==> src/assert_macros.svh <==
// ---------------------------------------------------------------------------
// assertion helper macros used by smlv_walker
// ---------------------------------------------------------------------------
`ifndef ASSERT_MACROS_SVH
`define ASSERT_MACROS_SVH

// same-cycle implication
`define ASSERT_IMPL(lbl, clk, rst, ante, cons) \
   lbl: assert property (@(posedge clk) disable iff (rst) (ante) |-> (cons)) \
      else $error("assertion failed");

// next-cycle implication
`define ASSERT_NEXT(lbl, clk, rst, ante, cons) \
   lbl: assert property (@(posedge clk) disable iff (rst) (ante) |=> (cons)) \
      else $error("assertion failed");

`endif

==> src/smlv_pkg.sv <==
// ---------------------------------------------------------------------------
// smlv_pkg
// types and constants of the stun message length validator
// ---------------------------------------------------------------------------
package smlv_pkg;

   localparam int CNT_W      = 17;
   localparam int LEN_W      = 16;
   localparam int CSR_ADDR_W = 3;
   localparam int CSR_DATA_W = 32;

   localparam logic [CNT_W-1:0] HDR_LEN    = 17'd20;
   localparam logic [CNT_W-1:0] MIN_BYTES  = 17'd4;
   localparam logic [CNT_W-1:0] COUNT_MAX  = 17'h1FFFF;
   localparam logic [CNT_W-1:0] ATTR_ROUND = 17'd3;

   localparam logic [CSR_ADDR_W-1:0] ADDR_PADDING_REQUIRED = 3'd0;

   typedef enum logic [1:0] {
      STATUS_VALID      = 2'd0,
      STATUS_INCOMPLETE = 2'd1,
      STATUS_INVALID    = 2'd2
   } status_type;

   typedef struct packed {
      logic [7:0] data_byte;
      logic       last_byte;
   } req_type;

   typedef struct packed {
      status_type         status;
      logic [CNT_W-1:0]   message_length;
   } rsp_type;

   // handoff from the walker to the output register
   typedef struct packed {
      logic    push;
      rsp_type result;
   } result_push_type;

endpackage

==> src/stun_message_length_validator_top.sv <==
// ---------------------------------------------------------------------------
// stun_message_length_validator_top
// checks the stated length and attribute layout of a received stun datagram
// ---------------------------------------------------------------------------
// usage:
//   req channel carries one datagram byte per word with a last_byte flag.
//   rsp channel gives one word per datagram, on its last byte: status
//   (valid, incomplete, invalid) and the total message length when valid.
//   apb port holds padding_required at address 0 (reset value 1); write it
//   only while no datagram is in flight.
// timing:
//   one byte per cycle while the result register can take a last byte; a byte
//   is held in the input register and its result is loaded from there into
//   the result register, which drives rsp_valid.
//   the rate is set by the combinational header and attribute update.
// reset:
//   synchronous reset empties both registers, clears the walk state and sets
//   padding_required back to 1.
// stall:
//   while rsp is held off, non-final bytes keep flowing; a last byte waits in
//   the input register until the result register frees up.
// ---------------------------------------------------------------------------
module stun_message_length_validator_top (
   input  logic                                clock,
   input  logic                                reset,
   input  logic                                req_valid,
   output logic                                req_ready,
   input  smlv_pkg::req_type                   req_data,
   output logic                                rsp_valid,
   input  logic                                rsp_ready,
   output smlv_pkg::rsp_type                   rsp_data,
   input  logic                                psel,
   input  logic                                penable,
   input  logic                                pwrite,
   input  logic [smlv_pkg::CSR_ADDR_W-1:0]     paddr,
   input  logic [smlv_pkg::CSR_DATA_W-1:0]     pwdata,
   output logic [smlv_pkg::CSR_DATA_W-1:0]     prdata,
   output logic                                pready
);

   logic                      padding_required;
   logic                      advance;
   logic                      item_valid;
   smlv_pkg::req_type         item;
   logic                      out_free;
   smlv_pkg::result_push_type push;

   smlv_csr u_csr (
      .clock            (clock),
      .reset            (reset),
      .psel             (psel),
      .penable          (penable),
      .pwrite           (pwrite),
      .paddr            (paddr),
      .pwdata           (pwdata),
      .prdata           (prdata),
      .pready           (pready),
      .padding_required (padding_required)
   );

   smlv_in_reg u_in_reg (
      .clock      (clock),
      .reset      (reset),
      .req_valid  (req_valid),
      .req_ready  (req_ready),
      .req_data   (req_data),
      .advance    (advance),
      .item_valid (item_valid),
      .item       (item)
   );

   smlv_walker u_walker (
      .clock            (clock),
      .reset            (reset),
      .padding_required (padding_required),
      .item_valid       (item_valid),
      .item             (item),
      .out_free         (out_free),
      .advance          (advance),
      .push             (push)
   );

   smlv_out_reg u_out_reg (
      .clock     (clock),
      .reset     (reset),
      .push      (push),
      .out_free  (out_free),
      .rsp_valid (rsp_valid),
      .rsp_ready (rsp_ready),
      .rsp_data  (rsp_data)
   );

endmodule

==> src/smlv_csr.sv <==
// ---------------------------------------------------------------------------
// smlv_csr
// apb register file: holds the padding_required control bit
// ---------------------------------------------------------------------------
module smlv_csr (
   input  logic                                clock,
   input  logic                                reset,
   input  logic                                psel,
   input  logic                                penable,
   input  logic                                pwrite,
   input  logic [smlv_pkg::CSR_ADDR_W-1:0]     paddr,
   input  logic [smlv_pkg::CSR_DATA_W-1:0]     pwdata,
   output logic [smlv_pkg::CSR_DATA_W-1:0]     prdata,
   output logic                                pready,
   output logic                                padding_required
);

   logic padding_ff;
   logic padding_in;
   logic wr_en;

   assign pready = 1'b1;
   assign wr_en  = psel && penable && pwrite && (paddr == smlv_pkg::ADDR_PADDING_REQUIRED);

   always_comb begin
      padding_in = padding_ff;
      if (wr_en) begin
         padding_in = pwdata[0];
      end
   end

   always_ff @(posedge clock) begin
      if (reset) begin
         padding_ff <= 1'b1;
      end else begin
         padding_ff <= padding_in;
      end
   end

   always_comb begin
      prdata = '0;
      if (paddr == smlv_pkg::ADDR_PADDING_REQUIRED) begin
         prdata[0] = padding_ff;
      end
   end

   assign padding_required = padding_ff;

endmodule

==> src/smlv_in_reg.sv <==
// ---------------------------------------------------------------------------
// smlv_in_reg
// input register stage in front of the byte walker
// ---------------------------------------------------------------------------
module smlv_in_reg (
   input  logic              clock,
   input  logic              reset,
   input  logic              req_valid,
   output logic              req_ready,
   input  smlv_pkg::req_type req_data,
   input  logic              advance,
   output logic              item_valid,
   output smlv_pkg::req_type item
);

   logic              valid_ff;
   logic              valid_in;
   smlv_pkg::req_type item_ff;
   smlv_pkg::req_type item_in;
   logic              take;

   assign req_ready = !valid_ff || advance;
   assign take      = req_valid && req_ready;

   always_comb begin
      valid_in = valid_ff;
      item_in  = item_ff;
      if (take) begin
         valid_in = 1'b1;
         item_in  = req_data;
      end else if (advance) begin
         valid_in = 1'b0;
      end
   end

   always_ff @(posedge clock) begin
      if (reset) begin
         valid_ff <= 1'b0;
      end else begin
         valid_ff <= valid_in;
      end
      item_ff <= item_in;
   end

   assign item_valid = valid_ff;
   assign item       = item_ff;

endmodule

==> src/smlv_walker.sv <==
// ---------------------------------------------------------------------------
// smlv_walker
// per-byte header and attribute walk, builds the result on the last byte
// ---------------------------------------------------------------------------
`include "assert_macros.svh"

module smlv_walker (
   input  logic                        clock,
   input  logic                        reset,
   input  logic                        padding_required,
   input  logic                        item_valid,
   input  smlv_pkg::req_type           item,
   input  logic                        out_free,
   output logic                        advance,
   output smlv_pkg::result_push_type   push
);

   localparam int CW = smlv_pkg::CNT_W;
   localparam int LW = smlv_pkg::LEN_W;

   logic [CW-1:0] byte_count_ff,       byte_count_in;
   logic          first_byte_bad_ff,   first_byte_bad_in;
   logic [LW-1:0] length_field_ff,     length_field_in;
   logic [1:0]    attr_header_index_ff, attr_header_index_in;
   logic [LW-1:0] attr_length_hold_ff, attr_length_hold_in;
   logic [CW-1:0] value_bytes_left_ff, value_bytes_left_in;
   logic          in_value_ff,         in_value_in;
   logic          attr_error_ff,       attr_error_in;

   logic [CW-1:0] pos;
   logic [CW-1:0] count_next;
   logic          first_bad;
   logic [LW-1:0] length_val;
   logic [CW-1:0] mlen;
   logic [CW-1:0] alen;
   logic [CW-1:0] remaining;
   logic          walk_en;
   logic [1:0]    idx_next;
   logic [LW-1:0] hold_next;
   logic [CW-1:0] vbl_next;
   logic          inv_next;
   logic          err_next;
   smlv_pkg::rsp_type result;

   // a last byte needs a free output slot, other bytes never stall
   assign advance = item_valid && (!item.last_byte || out_free);

   always_comb begin
      pos        = byte_count_ff;
      first_bad  = first_byte_bad_ff;
      length_val = length_field_ff;
      if (pos == '0) begin
         first_bad = |item.data_byte[7:6];
      end else if (pos == 17'd2) begin
         length_val = {item.data_byte, 8'h00};
      end else if (pos == 17'd3) begin
         length_val = {length_field_ff[15:8], item.data_byte};
      end
      mlen       = {1'b0, length_val} + smlv_pkg::HDR_LEN;
      count_next = (pos == smlv_pkg::COUNT_MAX) ? pos : pos + 17'd1;

      idx_next  = attr_header_index_ff;
      hold_next = attr_length_hold_ff;
      vbl_next  = value_bytes_left_ff;
      inv_next  = in_value_ff;
      err_next  = attr_error_ff;
      alen      = '0;
      remaining = mlen - count_next;
      walk_en   = (pos >= smlv_pkg::HDR_LEN) && (pos < mlen) && !attr_error_ff;

      if (walk_en) begin
         if (in_value_ff) begin
            vbl_next = value_bytes_left_ff - 17'd1;
            if (vbl_next == '0) begin
               inv_next = 1'b0;
            end
         end else begin
            if (attr_header_index_ff == 2'd2) begin
               hold_next = {item.data_byte, 8'h00};
            end else if (attr_header_index_ff == 2'd3) begin
               hold_next = {attr_length_hold_ff[15:8], item.data_byte};
            end
            if (attr_header_index_ff != 2'd3) begin
               idx_next = attr_header_index_ff + 2'd1;
            end else begin
               idx_next = 2'd0;
               alen     = {1'b0, hold_next};
               // round the value length up to a word
               if (padding_required) begin
                  alen = (alen + smlv_pkg::ATTR_ROUND) & ~smlv_pkg::ATTR_ROUND;
               end
               if (alen > remaining) begin
                  err_next = 1'b1;
               end else if (alen != '0) begin
                  inv_next = 1'b1;
                  vbl_next = alen;
               end
            end
         end
      end
   end

   always_comb begin
      result.message_length = '0;
      if (first_bad) begin
         result.status = smlv_pkg::STATUS_INVALID;
      end else if (count_next < smlv_pkg::MIN_BYTES) begin
         result.status = smlv_pkg::STATUS_INCOMPLETE;
      end else if (padding_required && (mlen[1:0] != 2'b00)) begin
         result.status = smlv_pkg::STATUS_INVALID;
      end else if (count_next < mlen) begin
         result.status = smlv_pkg::STATUS_INCOMPLETE;
      end else if (err_next || (idx_next != 2'd0)) begin
         result.status = smlv_pkg::STATUS_INVALID;
      end else begin
         result.status         = smlv_pkg::STATUS_VALID;
         result.message_length = mlen;
      end
   end

   always_comb begin
      byte_count_in        = byte_count_ff;
      first_byte_bad_in    = first_byte_bad_ff;
      length_field_in      = length_field_ff;
      attr_header_index_in = attr_header_index_ff;
      attr_length_hold_in  = attr_length_hold_ff;
      value_bytes_left_in  = value_bytes_left_ff;
      in_value_in          = in_value_ff;
      attr_error_in        = attr_error_ff;
      if (advance) begin
         if (item.last_byte) begin
            byte_count_in        = '0;
            first_byte_bad_in    = 1'b0;
            length_field_in      = '0;
            attr_header_index_in = 2'd0;
            attr_length_hold_in  = '0;
            value_bytes_left_in  = '0;
            in_value_in          = 1'b0;
            attr_error_in        = 1'b0;
         end else begin
            byte_count_in        = count_next;
            first_byte_bad_in    = first_bad;
            length_field_in      = length_val;
            attr_header_index_in = idx_next;
            attr_length_hold_in  = hold_next;
            value_bytes_left_in  = vbl_next;
            in_value_in          = inv_next;
            attr_error_in        = err_next;
         end
      end
   end

   always_ff @(posedge clock) begin
      if (reset) begin
         byte_count_ff        <= '0;
         first_byte_bad_ff    <= 1'b0;
         length_field_ff      <= '0;
         attr_header_index_ff <= 2'd0;
         attr_length_hold_ff  <= '0;
         value_bytes_left_ff  <= '0;
         in_value_ff          <= 1'b0;
         attr_error_ff        <= 1'b0;
      end else begin
         byte_count_ff        <= byte_count_in;
         first_byte_bad_ff    <= first_byte_bad_in;
         length_field_ff      <= length_field_in;
         attr_header_index_ff <= attr_header_index_in;
         attr_length_hold_ff  <= attr_length_hold_in;
         value_bytes_left_ff  <= value_bytes_left_in;
         in_value_ff          <= in_value_in;
         attr_error_ff        <= attr_error_in;
      end
   end

   assign push.push   = advance && item.last_byte;
   assign push.result = result;

   `ASSERT_IMPL(a_valid_len_min, clock, reset,
      push.push && (result.status == smlv_pkg::STATUS_VALID),
      result.message_length >= smlv_pkg::HDR_LEN)
   `ASSERT_IMPL(a_bad_len_zero, clock, reset,
      push.push && (result.status != smlv_pkg::STATUS_VALID),
      result.message_length == '0)
   `ASSERT_NEXT(a_clear_after_last, clock, reset,
      push.push,
      (byte_count_ff == '0) && !in_value_ff && !attr_error_ff)
   `ASSERT_IMPL(a_value_count_live, clock, reset,
      in_value_ff,
      value_bytes_left_ff != '0)

endmodule

==> src/smlv_out_reg.sv <==
// ---------------------------------------------------------------------------
// smlv_out_reg
// result register driving the response channel
// ---------------------------------------------------------------------------
module smlv_out_reg (
   input  logic                      clock,
   input  logic                      reset,
   input  smlv_pkg::result_push_type push,
   output logic                      out_free,
   output logic                      rsp_valid,
   input  logic                      rsp_ready,
   output smlv_pkg::rsp_type         rsp_data
);

   logic              valid_ff;
   logic              valid_in;
   smlv_pkg::rsp_type data_ff;
   smlv_pkg::rsp_type data_in;

   assign out_free = !valid_ff || rsp_ready;

   always_comb begin
      valid_in = valid_ff;
      data_in  = data_ff;
      if (push.push) begin
         valid_in = 1'b1;
         data_in  = push.result;
      end else if (rsp_ready) begin
         valid_in = 1'b0;
      end
   end

   always_ff @(posedge clock) begin
      if (reset) begin
         valid_ff <= 1'b0;
      end else begin
         valid_ff <= valid_in;
      end
      data_ff <= data_in;
   end

   assign rsp_valid = valid_ff;
   assign rsp_data  = data_ff;

endmodule
==> config.mk <==
export PLATFORM = sky130hd
export DESIGN_NAME = stun_message_length_validator_top
export DESIGN_NICKNAME = d
export VERILOG_FILES = /design/src/smlv_pkg.sv /design/src/stun_message_length_validator_top.sv /design/src/smlv_csr.sv /design/src/smlv_in_reg.sv /design/src/smlv_walker.sv /design/src/smlv_out_reg.sv
export VERILOG_INCLUDE_DIRS = /design/src /design/src/src
export SDC_FILE = /design/constraint.sdc
export NUM_CORES = 1
export LEC_CHECK = 0
export ABC_AREA = 0
export BUFFER_PORTS_ARGS = -buffer_cell sky130_fd_sc_hd__clkbuf_2
export CAP_MARGIN = 25
export CORE_AREA = 2 2 145 147
export CTS_CLUSTER_SIZE = 16
export DETAILED_ROUTE_END_ITERATION = 10
export DIE_AREA = 0 0 147 149
export HOLD_SLACK_MARGIN = 0.03
export PLACE_DENSITY_LB_ADDON = 0.25
export SLEW_MARGIN = 20
export SYNTH_ARGS = -nofsm -noshare
export SYNTH_HDL_FRONTEND = slang
export SYNTH_HIERARCHICAL = 1
export SYNTH_SLANG_ARGS = --single-unit
==> constraint.sdc <==
create_clock -name clock -period 17.6 [get_ports clock]
set_input_delay 1.76 -clock clock [delete_from_list [all_inputs] [get_ports clock]]
set_output_delay 1.76 -clock clock [all_outputs]
set_load 0.05 [all_outputs]
==> flow_metrics.tcl <==
set metrics [dict create \
    status "complete, no violations" \
    vias 7276 \
    cpMostUsedCell "a21oi_1" \
    synth_async_sr_flop_share_pct 0 \
    synth_edf_count 28 \
    cap_violations 0 \
    crit_required_ns 17.76 \
    die_h_um 149 \
    leakage_nw 3.332 \
    post_synth_num_cell_types 81 \
    end_kind "flop" \
    timing.fmax_mhz 113.0 \
    nets 1106 \
    grt_pass1_wl_mm 36.07 \
    postCtsHoldBufs 0 \
    min_period_ns 8.849 \
    routedLengthMet1_mm 10.96 \
    ys_ff_latch 102 \
    slew_headroom_pct 39.57 \
    design_area_um2 8768 \
    dpl.hpwl_mm 16.56 \
    clkTransAtPathRegs_ns 0.08 \
    drcViolationCount 0 \
    yosysTopAreaCellShare_pct 18.09 \
    start_util_pct 39.83 \
    die-area_um2 21900 \
    cellPowerDensity_nw_per_um2 60.19 \
    muxShareOfSynthArea_pct 4.233 \
    setup.worst_path.start_class "flop" \
    cts.repair.resized 0 \
    drv_slew 0 \
    postSynthCellCount 1004 \
    synthSimpleGateAreaFrac_pct 23.49 \
    fin_crit_sh_pct 50.28 \
    peakVddDrop_v 0.00004714 \
    layout-drive-gt1-share_pct 10.70 \
    ios 105 \
    finalPower_uw 527.7 \
    postSynthAreaPerCell_um2 8.155 \
    numCtsBuffers 9 \
    place_congestion 0.9385 \
    dr_wl_met3_mm 1.377 \
    antenna_found_initial 0 \
    worstMarginPinSlew_ns 0.9047 \
    dr_wl_met2_mm 9.801 \
    ant_nets 0 \
    rows 53 \
    first_iter_violations 688 \
    place_area_um2 8454 \
    grtUsageTotal_pct 20.78 \
    h-tree-depth 3 \
    synth_top_family_by_area "simple AND/OR/NAND/NOR gates" \
    core-area_um2 20560 \
    finalSetupViolCount 0 \
    yosys_warnings 6 \
    cts_tree "built" \
    cts.path.max_buffers 2 \
    dr.pass1.iters 5 \
    cts-root-buf "clkbuf_16" \
    fin_setup_tns_ns 0 \
    topRoutingLayerUsed "met4" \
    first_global_vias 6510 \
    critical-path-slowest-cell "or4_1" \
    synth_area_leaders "dfxtp_1 18%, edfxtp_1 10%, ha_1 7.6%" \
    rsz0062_at_grt "false" \
    drt-total-wl_mm 22.52 \
    insertion_delay_ns 0.36 \
    synth_compound_area_share_pct 19.25 \
    whs_ns 0.4565 \
    netlist_area_um2 8188 \
    hold_class "flop to flop" \
    antenna_cells 0 \
    synthFlopType "dfxtp_1" \
    fin_worst_skew_ns 0.009764 \
    seq_area_frac_synth_pct 28.36 \
    synth_top_cell_by_area "dfxtp_1" \
    io_buffers 41 \
    fill_cells 2111 \
    syn2layout_area_growth_pct 7.090 \
    cts.sinks 102 \
    wl_per_cell_um 17.54 \
    die_w_um 147 \
    grt_max_degree 60 \
    cp_data_arrival_time_ns 9.01 \
    hold_violations 0 \
    synth_xor_xnor_area_share_pct 7.809 \
    critPathKind "flop to flop" \
    post-cts-setup-buffers 0 \
    vias_per_cell 5.667 \
    path_max_fanout 16 \
    synthAdderAreaFrac_pct 8.374 \
    globalRouteOverflowTotal 0 \
    cpPeakStageDelay_ns 0.78 \
]
[flip-flops by register name, summed over array words and instances, names as in the netlist, 2 cells and up]
register / cells
u_out_reg/rsp_data: 19
u_walker/value_bytes_left_ff: 17
u_walker/byte_count_ff: 17
u_walker/attr_header_index_ff: 2
u_in_reg/item: 9
u_walker/attr_length_hold_ff: 16
u_walker/length_field_ff: 16
[metrics by stage]
| step | instances | setup WS (ns) | utilization (%) |
|---|---|---|---|
| CTS | 1284 | 8.827 | 42.65 |
| global placement | 1268 | 9.020 | 41.13 |
| global route | 1284 | 8.060 | 42.65 |
| detailed placement | 1268 | 8.909 | 41.13 |
| floorplan | 1034 | 10.61 | - |
| finish | 1284 | 8.751 | 42.65 |
[report_power, final]
group / switching, mW / total [mW] / internal [mW]
sequential: 0.00665 / 0.251 / 0.245
clock: 0.101 / 0.214 / 0.114
combinational: 0.0480 / 0.0620 / 0.0140
[final timing paths]
kind | start | end | slack, ns | depth (start not counted)
min | u_walker/attr_length_hold_ff[2]$_SDFFE_PP0P_ | u_walker/attr_length_hold_ff[2]$_SDFFE_PP0P_ | 0.46 | 2
max | u_walker/byte_count_ff[0]$_SDFFE_PP0P_ | u_out_reg/rsp_data[2]$_DFFE_PP_ | 8.75 | 33
max reg2reg | u_walker/byte_count_ff[0]$_SDFFE_PP0P_ | u_out_reg/rsp_data[2]$_DFFE_PP_ | 8.75 | 33
min reg2reg | u_walker/attr_length_hold_ff[2]$_SDFFE_PP0P_ | u_walker/attr_length_hold_ff[2]$_SDFFE_PP0P_ | 0.46 | 2
[layout by cell type (no fill, tap or decap), drive strengths merged, types with 7 or more instances in the layout]
cell    instances
nor2          114
dfxtp          74
nand2          65
a21oi          58
inv            52
ha             50
clkbuf         50
xnor2          48
o21ai          41
conb           32
nand3          31
nor3           31
mux2i          29
nor4           29
edfxtp         28
a22oi          23
xor2           22
nand4          18
and3           14
buf            12
and2           11
a21o           10
a211oi         10
nand2b         10
nor2b           9
a32o            9
o211ai          9
a31oi           8
and4            7
o21a            7
[logic make-up after synthesis]
kind of cell	after synthesis
compound gates	230
xor+xnor	70
fa+ha+maj	55
buf+inv	145
flops	102
mux	34
other cells	2
simple gates	366
[metal layers]
metal,vias up,track usage (%)
li1,3583,-
met1,3427,30.64
met2,237,31.53
met3,29,2.813
met4,0,6.394
met5,-,0
[worst max-delay path: cells and delay by family, from the launching register on]
family | cells | cell delay (ns)
XOR/XNOR | 1 | 0.16
buffers and inverters | 2 | 0.26
flip-flops | 1 | 0.40
adder cells (fa/ha/maj) | 4 | 1.22
AND/OR/NAND/NOR | 10 | 3.21
multiplexers | 2 | 0.42
AO/OA/AOI/OAI | 14 | 3.00
[area by class of cell]
| type | count | area, um^2 | area share [%] |
|---|---|---|---|
| clock inverters | 7 | 88.84 | 1.013 |
| repair buffers | 53 | 295.3 | 3.368 |
| multi-input cells | 787 | 5301 | 60.46 |
| flip-flops and latches | 102 | 2322 | 26.48 |
| clock buffers | 9 | 225.2 | 2.568 |
| well taps | 275 | 344.1 | 3.924 |
| inverters | 51 | 191.4 | 2.183 |
[synthesized netlist by cell type, types with 7 or more instances]
cell type  count
nor2_1       114
dfxtp_1       74
nand2_1       65
a21oi_1       55
ha_1          50
inv_1         49
clkbuf_1      46
xnor2_1       46
buf_4         33
o21ai_0       32
nand3_1       31
nor3_1        30
mux2i_1       29
edfxtp_1      28
a22oi_1       22
xor2_1        22
nand4_1       18
nor4_1        18
and3_1        14
nor4_2        11
a211oi_1      10
a21o_1        10
a32o_1         9
and2_1         9
buf_2          9
nor2b_1        9
o21ai_1        9
a31oi_1        8
nand2b_1       8
o211ai_1       8
and4_1         7
o21a_1         7
Power figures use the tool's default switching activity.
